### config.mk
export PLATFORM = sky130hd
export DESIGN_NAME = sha256_block_hash
export DESIGN_NICKNAME = d
export VERILOG_FILES = /design/src/hdl/sha256_pkg.sv /design/src/hdl/sha256_seq.sv /design/src/hdl/sha256_datapath.sv /design/src/hdl/sha256_out_buf.sv /design/src/hdl/sha256_block_hash.sv
export SDC_FILE = /design/constraint.sdc
export NUM_CORES = 2
export LEC_CHECK = 0
export BUFFER_PORTS_ARGS = -buffer_cell sky130_fd_sc_hd__buf_4
export CORE_MARGIN = 2
export CORE_UTILIZATION = 64
export DETAILED_ROUTE_END_ITERATION = 10
export HOLD_SLACK_MARGIN = 0.05
export PLACE_DENSITY = 0.81
export SLEW_MARGIN = 10
export SYNTH_ARGS = -nofsm -noshare
export SYNTH_HDL_FRONTEND = slang
export SYNTH_SLANG_ARGS = --single-unit
### constraint.sdc
create_clock -name clk -period 18.7 [get_ports clk]
set_clock_uncertainty 0.05 [all_clocks]
set_input_delay 0 -clock clk [delete_from_list [all_inputs] [get_ports clk]]
set_output_delay 0 -clock clk [all_outputs]
set_load 0.005 [all_outputs]
### src/hdl/sha256_pkg.sv
// Shared types, constants and round functions for the SHA-256/224 block hash.
// Holds the item structs, the sequencer control word and step program,
// the initial hash values and the round constant table. No dependencies.
package sha256_pkg;

  // Input item: one message word plus the final-block mark
  typedef struct packed {
    logic [31:0] message_word;
    logic        message_end;
  } msg_item_t;

  // Result item: one digest word with its position
  typedef struct packed {
    logic [31:0] digest_word;
    logic [2:0]  word_index;
    logic        last_word;
  } digest_item_t;

  // Chaining value as eight words, word 0 first (a)
  typedef logic [7:0][31:0] hash_words_t;

  // Sequencer steps (program addresses)
  typedef enum logic [2:0] {
    STEP_LOAD  = 3'd0,
    STEP_INIT  = 3'd1,
    STEP_ROUND = 3'd2,
    STEP_ADD   = 3'd3,
    STEP_EMIT  = 3'd4
  } step_t;

  // Jump conditions
  typedef enum logic [2:0] {
    COND_ALWAYS     = 3'd0,
    COND_WORD_DONE  = 3'd1,
    COND_ROUND_DONE = 3'd2,
    COND_END_SEEN   = 3'd3,
    COND_BUF_FREE   = 3'd4
  } cond_t;

  // One microcode word: datapath actions plus a two-way branch
  typedef struct packed {
    logic  load;
    logic  init;
    logic  round;
    logic  add;
    logic  emit;
    cond_t cond;
    step_t jump_true;
    step_t jump_false;
  } ctrl_t;

  // Datapath status toward the sequencer
  typedef struct packed {
    logic word_last;
    logic round_last;
    logic end_seen;
  } dp_status_t;

  localparam int unsigned WORDS_PER_BLOCK = 16;
  localparam int unsigned ROUNDS          = 64;
  localparam logic [3:0]  DIGEST_LEN_256  = 4'd8;
  localparam logic [3:0]  DIGEST_LEN_224  = 4'd7;

  localparam hash_words_t IV_256 = {
    32'h5be0cd19, 32'h1f83d9ab, 32'h9b05688c, 32'h510e527f,
    32'ha54ff53a, 32'h3c6ef372, 32'hbb67ae85, 32'h6a09e667
  };

  localparam hash_words_t IV_224 = {
    32'hbefa4fa4, 32'h64f98fa7, 32'h68581511, 32'hffc00b31,
    32'hf70e5939, 32'h3070dd17, 32'h367cd507, 32'hc1059ed8
  };

  // Microcode program
  function automatic ctrl_t step_rom(input step_t step);
    ctrl_t c;
    c = '{load: 1'b0, init: 1'b0, round: 1'b0, add: 1'b0, emit: 1'b0,
          cond: COND_ALWAYS, jump_true: STEP_LOAD, jump_false: STEP_LOAD};
    case (step)
      STEP_LOAD: begin
        c.load       = 1'b1;
        c.cond       = COND_WORD_DONE;
        c.jump_true  = STEP_INIT;
        c.jump_false = STEP_LOAD;
      end
      STEP_INIT: begin
        c.init       = 1'b1;
        c.cond       = COND_ALWAYS;
        c.jump_true  = STEP_ROUND;
        c.jump_false = STEP_ROUND;
      end
      STEP_ROUND: begin
        c.round      = 1'b1;
        c.cond       = COND_ROUND_DONE;
        c.jump_true  = STEP_ADD;
        c.jump_false = STEP_ROUND;
      end
      STEP_ADD: begin
        c.add        = 1'b1;
        c.cond       = COND_END_SEEN;
        c.jump_true  = STEP_EMIT;
        c.jump_false = STEP_LOAD;
      end
      STEP_EMIT: begin
        c.emit       = 1'b1;
        c.cond       = COND_BUF_FREE;
        c.jump_true  = STEP_LOAD;
        c.jump_false = STEP_EMIT;
      end
      default: begin
        c.cond       = COND_ALWAYS;
        c.jump_true  = STEP_LOAD;
        c.jump_false = STEP_LOAD;
      end
    endcase
    return c;
  endfunction

  function automatic logic [31:0] big_sigma0(input logic [31:0] x);
    return {x[1:0], x[31:2]} ^ {x[12:0], x[31:13]} ^ {x[21:0], x[31:22]};
  endfunction

  function automatic logic [31:0] big_sigma1(input logic [31:0] x);
    return {x[5:0], x[31:6]} ^ {x[10:0], x[31:11]} ^ {x[24:0], x[31:25]};
  endfunction

  function automatic logic [31:0] small_sigma0(input logic [31:0] x);
    return {x[6:0], x[31:7]} ^ {x[17:0], x[31:18]} ^ {3'b000, x[31:3]};
  endfunction

  function automatic logic [31:0] small_sigma1(input logic [31:0] x);
    return {x[16:0], x[31:17]} ^ {x[18:0], x[31:19]} ^ {10'd0, x[31:10]};
  endfunction

  // Round constants
  function automatic logic [31:0] round_k(input logic [5:0] r);
    logic [31:0] k;
    case (r)
      6'd0:  k = 32'h428a2f98;  6'd1:  k = 32'h71374491;
      6'd2:  k = 32'hb5c0fbcf;  6'd3:  k = 32'he9b5dba5;
      6'd4:  k = 32'h3956c25b;  6'd5:  k = 32'h59f111f1;
      6'd6:  k = 32'h923f82a4;  6'd7:  k = 32'hab1c5ed5;
      6'd8:  k = 32'hd807aa98;  6'd9:  k = 32'h12835b01;
      6'd10: k = 32'h243185be;  6'd11: k = 32'h550c7dc3;
      6'd12: k = 32'h72be5d74;  6'd13: k = 32'h80deb1fe;
      6'd14: k = 32'h9bdc06a7;  6'd15: k = 32'hc19bf174;
      6'd16: k = 32'he49b69c1;  6'd17: k = 32'hefbe4786;
      6'd18: k = 32'h0fc19dc6;  6'd19: k = 32'h240ca1cc;
      6'd20: k = 32'h2de92c6f;  6'd21: k = 32'h4a7484aa;
      6'd22: k = 32'h5cb0a9dc;  6'd23: k = 32'h76f988da;
      6'd24: k = 32'h983e5152;  6'd25: k = 32'ha831c66d;
      6'd26: k = 32'hb00327c8;  6'd27: k = 32'hbf597fc7;
      6'd28: k = 32'hc6e00bf3;  6'd29: k = 32'hd5a79147;
      6'd30: k = 32'h06ca6351;  6'd31: k = 32'h14292967;
      6'd32: k = 32'h27b70a85;  6'd33: k = 32'h2e1b2138;
      6'd34: k = 32'h4d2c6dfc;  6'd35: k = 32'h53380d13;
      6'd36: k = 32'h650a7354;  6'd37: k = 32'h766a0abb;
      6'd38: k = 32'h81c2c92e;  6'd39: k = 32'h92722c85;
      6'd40: k = 32'ha2bfe8a1;  6'd41: k = 32'ha81a664b;
      6'd42: k = 32'hc24b8b70;  6'd43: k = 32'hc76c51a3;
      6'd44: k = 32'hd192e819;  6'd45: k = 32'hd6990624;
      6'd46: k = 32'hf40e3585;  6'd47: k = 32'h106aa070;
      6'd48: k = 32'h19a4c116;  6'd49: k = 32'h1e376c08;
      6'd50: k = 32'h2748774c;  6'd51: k = 32'h34b0bcb5;
      6'd52: k = 32'h391c0cb3;  6'd53: k = 32'h4ed8aa4a;
      6'd54: k = 32'h5b9cca4f;  6'd55: k = 32'h682e6ff3;
      6'd56: k = 32'h748f82ee;  6'd57: k = 32'h78a5636f;
      6'd58: k = 32'h84c87814;  6'd59: k = 32'h8cc70208;
      6'd60: k = 32'h90befffa;  6'd61: k = 32'ha4506ceb;
      6'd62: k = 32'hbef9a3f7;  6'd63: k = 32'hc67178f2;
      default: k = 32'h0;
    endcase
    return k;
  endfunction

endpackage

### src/hdl/sha256_seq.sv
// Microcode sequencer: step register, program table lookup and branch.
// Depends on sha256_pkg for the step, condition and control word types.
module sha256_seq
  import sha256_pkg::*;
(
  input  logic       clk,
  input  logic       rst,
  input  logic       restart,
  input  logic       word_taken,
  input  dp_status_t status,
  input  logic       buf_free,
  output ctrl_t      ctrl
);

  step_t step;
  step_t step_next;
  logic  cond_hit;

  // Fetch the control word of the current step
  always_comb begin
    ctrl = step_rom(step);
  end

  // Evaluate the branch condition
  always_comb begin
    case (ctrl.cond)
      COND_ALWAYS:     cond_hit = 1'b1;
      COND_WORD_DONE:  cond_hit = word_taken & status.word_last;
      COND_ROUND_DONE: cond_hit = status.round_last;
      COND_END_SEEN:   cond_hit = status.end_seen;
      COND_BUF_FREE:   cond_hit = buf_free;
      default:         cond_hit = 1'b1;
    endcase
  end

  // Pick the next step
  always_comb begin
    step_next = cond_hit ? ctrl.jump_true : ctrl.jump_false;
  end

  // Advance the step register; a config write restarts the program
  always_ff @(posedge clk) begin
    if (rst || restart) begin
      step <= STEP_LOAD;
    end else begin
      step <= step_next;
    end
  end

endmodule

### src/hdl/sha256_datapath.sv
// Hash datapath: schedule shift window, working variables, round counter,
// chaining value and variant register. Depends on sha256_pkg.
module sha256_datapath
  import sha256_pkg::*;
(
  input  logic        clk,
  input  logic        rst,
  input  logic        cfg_we,
  input  logic        cfg_variant,
  input  ctrl_t       ctrl,
  input  logic        load_go,
  input  logic        emit_go,
  input  msg_item_t   item,
  output dp_status_t  status,
  output hash_words_t chain,
  output logic        use_224
);

  logic [31:0] window [WORDS_PER_BLOCK];
  logic [31:0] wv [8];
  logic [5:0]  round_cnt;
  logic [3:0]  word_count;
  logic        end_seen;

  logic [31:0] w_new;
  logic [31:0] t1;
  logic [31:0] t2;

  // Schedule expansion and one compression round
  always_comb begin
    w_new = small_sigma1(window[14]) + window[9] + small_sigma0(window[1]) + window[0];
    t1 = wv[7] + big_sigma1(wv[4]) + ((wv[4] & wv[5]) ^ (~wv[4] & wv[6]))
         + round_k(round_cnt) + window[0];
    t2 = big_sigma0(wv[0]) + ((wv[0] & wv[1]) ^ (wv[0] & wv[2]) ^ (wv[1] & wv[2]));
  end

  // Shift the window: message words during load, expanded words during rounds
  always_ff @(posedge clk) begin
    if (load_go || ctrl.round) begin
      for (int i = 0; i < WORDS_PER_BLOCK - 1; i++) begin
        window[i] <= window[i + 1];
      end
      window[WORDS_PER_BLOCK - 1] <= load_go ? item.message_word : w_new;
    end
  end

  // Working variables: copy in at init, rotate each round
  always_ff @(posedge clk) begin
    if (ctrl.init) begin
      for (int i = 0; i < 8; i++) begin
        wv[i] <= chain[i];
      end
    end else if (ctrl.round) begin
      wv[0] <= t1 + t2;
      wv[1] <= wv[0];
      wv[2] <= wv[1];
      wv[3] <= wv[2];
      wv[4] <= wv[3] + t1;
      wv[5] <= wv[4];
      wv[6] <= wv[5];
      wv[7] <= wv[6];
    end
  end

  // Count rounds
  always_ff @(posedge clk) begin
    if (rst || ctrl.init) begin
      round_cnt <= '0;
    end else if (ctrl.round) begin
      round_cnt <= round_cnt + 6'd1;
    end
  end

  // Count words and remember the final-block mark
  always_ff @(posedge clk) begin
    if (rst || cfg_we) begin
      word_count <= '0;
      end_seen   <= 1'b0;
    end else begin
      if (load_go) begin
        word_count <= word_count + 4'd1;
      end
      if (load_go && item.message_end) begin
        end_seen <= 1'b1;
      end else if (emit_go) begin
        end_seen <= 1'b0;
      end
    end
  end

  // Variant register and chaining value
  always_ff @(posedge clk) begin
    if (rst) begin
      use_224 <= 1'b0;
      chain   <= IV_256;
    end else if (cfg_we) begin
      use_224 <= cfg_variant;
      chain   <= cfg_variant ? IV_224 : IV_256;
    end else if (emit_go) begin
      chain <= use_224 ? IV_224 : IV_256;
    end else if (ctrl.add) begin
      for (int i = 0; i < 8; i++) begin
        chain[i] <= chain[i] + wv[i];
      end
    end
  end

  assign status.word_last  = (word_count == 4'(WORDS_PER_BLOCK - 1));
  assign status.round_last = (round_cnt == 6'(ROUNDS - 1));
  assign status.end_seen   = end_seen;

endmodule

### src/hdl/sha256_out_buf.sv
// Digest output buffer: holds a finished digest and shifts it out one item
// at a time, so the datapath can take the next message. Depends on sha256_pkg.
module sha256_out_buf
  import sha256_pkg::*;
(
  input  logic         clk,
  input  logic         rst,
  input  logic         fill,
  input  hash_words_t  chain,
  input  logic [3:0]   total,
  output logic         buf_free,
  output logic         valid,
  input  logic         stall,
  output digest_item_t item
);

  hash_words_t words;
  logic [3:0]  remain;
  logic [2:0]  index;
  logic        take;

  assign take = valid & ~stall;

  // Hold the digest; drop the front word on each delivered item
  always_ff @(posedge clk) begin
    if (fill) begin
      words <= chain;
    end else if (take) begin
      words <= {32'h0, words[7:1]};
    end
  end

  // Track remaining items and the index of the front word
  always_ff @(posedge clk) begin
    if (rst) begin
      remain <= '0;
      index  <= '0;
    end else if (fill) begin
      remain <= total;
      index  <= '0;
    end else if (take) begin
      remain <= remain - 4'd1;
      index  <= index + 3'd1;
    end
  end

  assign valid    = (remain != 4'd0);
  assign buf_free = ~valid;

  assign item.digest_word = words[0];
  assign item.word_index  = index;
  assign item.last_word   = (remain == 4'd1);

endmodule

### src/hdl/sha256_block_hash.sv
// SHA-256 / SHA-224 block hash: top level.
// Instantiates sha256_seq, sha256_datapath and sha256_out_buf; uses sha256_pkg.
//
// Usage:
//   message channel: padded message words, big-endian, sixteen per block.
//     An item moves when message_valid is high and message_stall is low.
//     message_end set on any word of a block marks it as the final block.
//   digest channel: after the final block, 8 words (SHA-256) or 7 words
//     (SHA-224), word_index 0 first, last_word on the final one.
//   config_write_enable / config_write_data: variant select, 1 = SHA-224.
//     A write reloads the initial values and restarts the message; write
//     only while the block is idle.
// Timing: while loading, a word is taken whenever message_valid is high.
//   After the sixteenth word of a 512-bit block the block stalls through a
//   setup step, the rounds at one per cycle through a single round unit
//   and a chaining add, plus, on a final block, a hand-off step that gives
//   the digest to the output buffer.
// The digest buffer lets the next message load while the digest drains; if
//   the receiver still stalls the previous digest when the next final block
//   finishes, the block waits in its hand-off step until the buffer empties.
// Reset (rst, synchronous) selects SHA-256 and clears all control state.
module sha256_block_hash
  import sha256_pkg::*;
(
  input  logic         clk,
  input  logic         rst,
  input  logic         config_write_enable,
  input  logic         config_write_data,
  input  logic         message_valid,
  output logic         message_stall,
  input  msg_item_t    message,
  output logic         digest_valid,
  input  logic         digest_stall,
  output digest_item_t digest
);

  ctrl_t       ctrl;
  dp_status_t  status;
  hash_words_t chain;
  logic        use_224;
  logic        buf_free;
  logic        load_go;
  logic        emit_go;

  // Take a word only in the load step
  assign message_stall = ~ctrl.load;
  assign load_go       = message_valid & ~message_stall;
  assign emit_go       = ctrl.emit & buf_free;

  sha256_seq u_seq (
    .clk        (clk),
    .rst        (rst),
    .restart    (config_write_enable),
    .word_taken (load_go),
    .status     (status),
    .buf_free   (buf_free),
    .ctrl       (ctrl)
  );

  sha256_datapath u_datapath (
    .clk         (clk),
    .rst         (rst),
    .cfg_we      (config_write_enable),
    .cfg_variant (config_write_data),
    .ctrl        (ctrl),
    .load_go     (load_go),
    .emit_go     (emit_go),
    .item        (message),
    .status      (status),
    .chain       (chain),
    .use_224     (use_224)
  );

  sha256_out_buf u_out_buf (
    .clk      (clk),
    .rst      (rst),
    .fill     (emit_go),
    .chain    (chain),
    .total    (use_224 ? DIGEST_LEN_224 : DIGEST_LEN_256),
    .buf_free (buf_free),
    .valid    (digest_valid),
    .stall    (digest_stall),
    .item     (digest)
  );

endmodule
# Word level (Yosys, flattened, before mapping)
# Memory sizes are Yosys's and may differ from the RTL's. A register that Yosys moved wholly into a read port is not among the register bits.
# Cells that the tools add are included.
# totals
mem_count,3
register_bits,534
romBits,2048
latchBits,0
in_bits,39
elab_cells,139
ramBits,768
# mem_list
name,depth,width,rd,rd_ports_with_merged_regs,write_ports,line_no,source
(name not given),64,32,1,1,0,sha256_pkg.sv:138,case (r)
u_datapath.window,16,32,16,0,16,sha256_datapath.sv:19,logic [31:0] window [WORDS_PER_BLOCK];
u_datapath.wv,8,32,8,0,8,sha256_datapath.sv:20,logic [31:0] wv [8];
# op_classes
n_eq_ne,11
reduce_logical,10
n_addsub,22
order_cmp,0
n_mux,38
n_bitwise,32
shifts,0
div_mod_pow,0
multipliers,0
# op_table
operator,n
256-bit two-way mux,7
32-bit adder,18
32-bit two-way mux,9
32-bit bitwise XOR,9
32-bit bitwise AND,5
9-bit one-hot mux with 5 select lines,1
32-bit inverter,1
32-bit by 22-bit bitwise XOR with 32-bit output,1
32-bit by 29-bit bitwise XOR with 32-bit output,1
1-bit two-way mux,14
"3-bit by 2-bit equality test with 1-bit output, second input constant",4
4-bit two-way mux,3
6-bit two-way mux,2
1-bit bitwise OR,8
"6-bit by 1-bit adder with 6-bit output, second input constant",1
"3-bit by 1-bit equality test with 1-bit output, second input constant",2
"3-bit equality test, second input constant",2
"6-bit equality test, second input constant",1
"4-bit by 1-bit adder with 4-bit output, second input constant",1
1-bit bitwise AND,4
"4-bit by 1-bit equality test with 1-bit output, second input constant",1
"4-bit equality test, second input constant",1
1-bit one-hot mux with 4 select lines,1
2-bit nonzero test,2
10 further kinds,14

# Longest topological paths before layout
# logic_depth
ltp_word,8
depth_mapped,34
depth_no_buf,33

# Cells and area by module
# Synthesis repeated with hierarchy kept, for this count alone.
# unflattened
hier_cells,7027
area_unflattened_um2,76184.3
# by_module_without_submodules
mod,cells_per_inst,area_each_um2,seq_area_each_um2,instances
sha256_datapath,6370,64690.8,29067.9,1
sha256_out_buf,622,11209.5,7827.5,1
sha256_seq,31,264.0,60.1,1
sha256_block_hash,4,20.0,0.0,1

# Least setup slack after synthesis
# No wires, ideal clock.
# synth_path
kind,flip-flop to flip-flop
startpoint,register u_seq.step[0]
endpoint,"memory u_datapath.window[0][0], enable pin"
t_required_ns,15.018
setup_ns,3.632
synth_period_minus_slack_ns,13.675
arrival_ns,9.993
stages_incl_launch_ff,8
path_slack_ns,5.025
path_cell_list,dfxtp_1 > nand2b_1 > or2_2 > clkbuf_1 > clkbuf_1 > clkbuf_1 > buf_1 > nand2_1
# synth_lines
element,line_no,source
start: declaration,sha256_seq.sv:15,step_t step;
start signal: assignment,sha256_seq.sv:46,step <= step_next;
end: declaration,sha256_datapath.sv:19,

==> out/qor.txt <==
status: completed
FF+latch count, synth: 1,334
# nets final: 8,071
Cells after Synth: 7,411
Critical Path Slowest Stage Cell: edfxtp_1
CTS tree: done
Final Util: 70.7%
largest net degree at the start of global routing: 216
r2r setup slk: 10.33 ns
synth unique cells: 100
via count: 59,249
syn_area_per_cell: 10.2 um2
Tot Pwr: 9.90 mW
initial antenna violation count: 5
Max-cap violations: 0
busiest grt layer: met2
DR vias/cell: 6.52
Initial Util: 64.4%
Final Cycle Share: 44.8%
Clk pin slew, worst setup/hold paths: 0.06 ns
fmax: 119 MHz
crit-path max FO: 6
drt wl/cell: 26.7 um
Layout area overhead: 9.89%
CTS max path bufs: 3
Total GRT Usage: 39.7%
Slowest Stage Delay on Critical Path: 0.54 ns
Setup crit start kind: flop
CTS sink count: 1,334
Die Y-Extent: 348 um
Hold Fails Final Rpt: 0
Inserted Clock Buffers: 140
Tmin final: 8.37 ns
Multi-input gate area: 36,000 um2
Place WS: 10.42 ns
Fillers: 8,177
DR DRC count: 0
Worst Setup End Kind: flop
Die X: 348 um
hold crit path type: input pin to flop
Mapped Area: 75,800 um2
worst skew pair latency: 0.83 ns
GR Util met2: 59.3%
TritonRoute pass-1 iters: 8
grt total ovfl: 0
Max Slew Vio Count: 0
Peak VDD IR: 0.000139 V
share of cells above drive strength 1: 6.88%
Most common cell on crit path: fa_1
Routed Antenna Nets: 0
GP Congestion: 1.02
Setup WS post-layout: 10.33 ns
HPWL Detailed: 164,000 um
TNS Setup: 0 ns
fin cells: 9,094
vias in the first global route: 56,627
ys async rst share: 0%
final setup fails: 0
Root Driver: clkbuf_16
PostCTS Resize Cnt: 0
Worst Max-Slew Pin Slew: 1.19 ns
routing usage on met3: 9.02%
warnings from Yosys: 0
die area: 121,000 um2
number of flops mapped to enable cells by yosys: 1,024
pwr dens: 119 nW/um2
WP data arrival: 8.85 ns
Placeable Area: 118,000 um2
CP Class: flop to flop
met1 global-route usage: 54.3%
I/O Buffers: 76
WP data required: 19.18 ns
first-pass GRT wire length: 358,000 um
H-tree Lvls: 4
DRT Wirelength: 243,000 um
register area: 37,000 um2
post-synthesis net count: 8,038
Post-synth top flop: edfxtp_1
Initial DRC Count: 8,555
RSZ-0062 raised after global routing: false
Pleak: 33.5 nW
Slew HR: 19.9%
Placed Instances: 8,721
# rows: 126
register area share after synthesis: 48.8%
# IOs: 77
==> area by class of cell <==
type / count / area share (%)
clock buffer: 204 / 4.77
tap: 1536 / 2.31
multi-input combinational: 5337 / 43.3
clock inverter: 51 / 0.787
sequential: 1334 / 44.4
inverter: 357 / 1.62
antenna: 1 / 0.00300
timing repair buffer: 274 / 2.85
==> synthesized netlist by cell type (74+ instances only) <==
cell      instances  area share (%)
edfxtp_1       1024              41
ha_1            393             6.5
dfxtp_1         310             8.2
inv_1           353             1.7
clkbuf_1        312             1.5
a21o_1          170             1.7
nor2_1          350             1.7
fa_1            195             5.2
nand3_1          85            0.56
xnor2_1         416             4.8
xor2_1          168             1.9
o21ai_0         438             2.9
nor3_1           74            0.49
a21oi_1         521             3.4
nand2_1        1503             7.4
mux2_2           75             1.1
a211oi_1         76            0.75
==> worst max-delay path: cells and delay by family, from the launching register on <==
| kind | cells | cell delay (ns) |
|---|---|---|
| xor+xnor | 2 | 0.41 |
| buf+inv | 4 | 0.29 |
| flops | 1 | 0.54 |
| compound gates | 14 | 3.04 |
| simple gates | 4 | 0.55 |
| fa+ha+maj | 7 | 2.84 |
| mux | 1 | 0.39 |
==> kinds of logic after synthesis <==
| logic type | count (synthesis) | synth area share (%) |
|---|---|---|
| AO/OA/AOI/OAI | 1730 | 14.4 |
| multiplexers | 110 | 1.59 |
| XOR/XNOR | 585 | 6.77 |
| flip-flops | 1334 | 48.8 |
| AND/OR/NAND/NOR | 2302 | 12.7 |
| buffers and inverters | 740 | 3.85 |
| adder cells (fa/ha/maj) | 610 | 11.9 |
==> worst paths after layout <==
kind / start / to / cells past startpoint
max: u_datapath.wv[2][0]$_DFFE_PP_ / u_datapath.wv[0][30]$_DFFE_PP_ / 32
min: message[6] / u_datapath.window[3][101]$_DFFE_PP_ / 4
max reg2reg: u_datapath.wv[2][0]$_DFFE_PP_ / u_datapath.wv[0][30]$_DFFE_PP_ / 32
min reg2reg: u_datapath.window[1][3]$_DFFE_PP_ / u_datapath.window[0][99]$_DFFE_PP_ / 0
==> metal layers <==
layer | wire (um) | share of wire [%]
met1 | 92100 | 38
met2 | 106000 | 43
met3 | 30500 | 13
met4 | 14700 | 6.0
met5 | 41 | 0.017
==> stage by stage <==
step,cell area [um2],hold slack (ns)
after floorplan,75800,0.0983
after global placement,77500,0.193
after detailed placement,77500,0.225
after CTS,83300,0.0787
after global routing,83300,0.0565
final,83300,0.0744
==> repair_timing <==
action                    CTS  global route
hold buffers              117             0
buffers inserted            0             0
hold endpoints to repair  100             0
==> cells in the final DEF, fill, tap and decap left out, drive strengths merged, types with 15 or more instances in the layout <==
| cell | n |
|---|---|
| nand3 | 86 |
| maj3 | 22 |
| or3 | 19 |
| a311oi | 15 |
| nand2b | 57 |
| clkbuf | 204 |
| a21oi | 522 |
| nand2 | 1503 |
| clkinv | 32 |
| dlygate4sd3 | 117 |
| o22ai | 30 |
| a211o | 19 |
| nor2b | 37 |
| buf | 157 |
| ha | 393 |
| o31ai | 25 |
| a21o | 170 |
| edfxtp | 1024 |
| xnor2 | 416 |
| inv | 363 |
| a211oi | 79 |
| nand4 | 22 |
| nor2 | 353 |
| o221ai | 19 |
| dfxtp | 310 |
| and2 | 48 |
| fa | 195 |
| xor2 | 169 |
| a31oi | 55 |
| o21a | 50 |
| o211ai | 60 |
| a221oi | 19 |
| nor3 | 74 |
| mux2 | 75 |
| o21bai | 64 |
| o21ai | 460 |
| and3 | 36 |
| mux2i | 34 |
==> report_power, final <==
part           switching [mW]  internal, mW
logic                    1.93          1.33
registers               0.194          3.60
clock network            1.26          1.60
total                    3.38          6.52
==> flip-flops by register name, indices dropped and copies added (netlist names), named ones only <==
signal and cells:
u_out_buf.index 3, u_datapath.word_count 4, u_datapath.chain 256, u_datapath.window 512, u_out_buf.words 224, u_out_buf.remain 4
u_datapath.use_224 1, u_datapath.round_cnt 6, u_out_buf.item 32, u_datapath.end_seen 1, u_datapath.wv 256, u_seq.step 3
(Power assumes the default switching activity.)
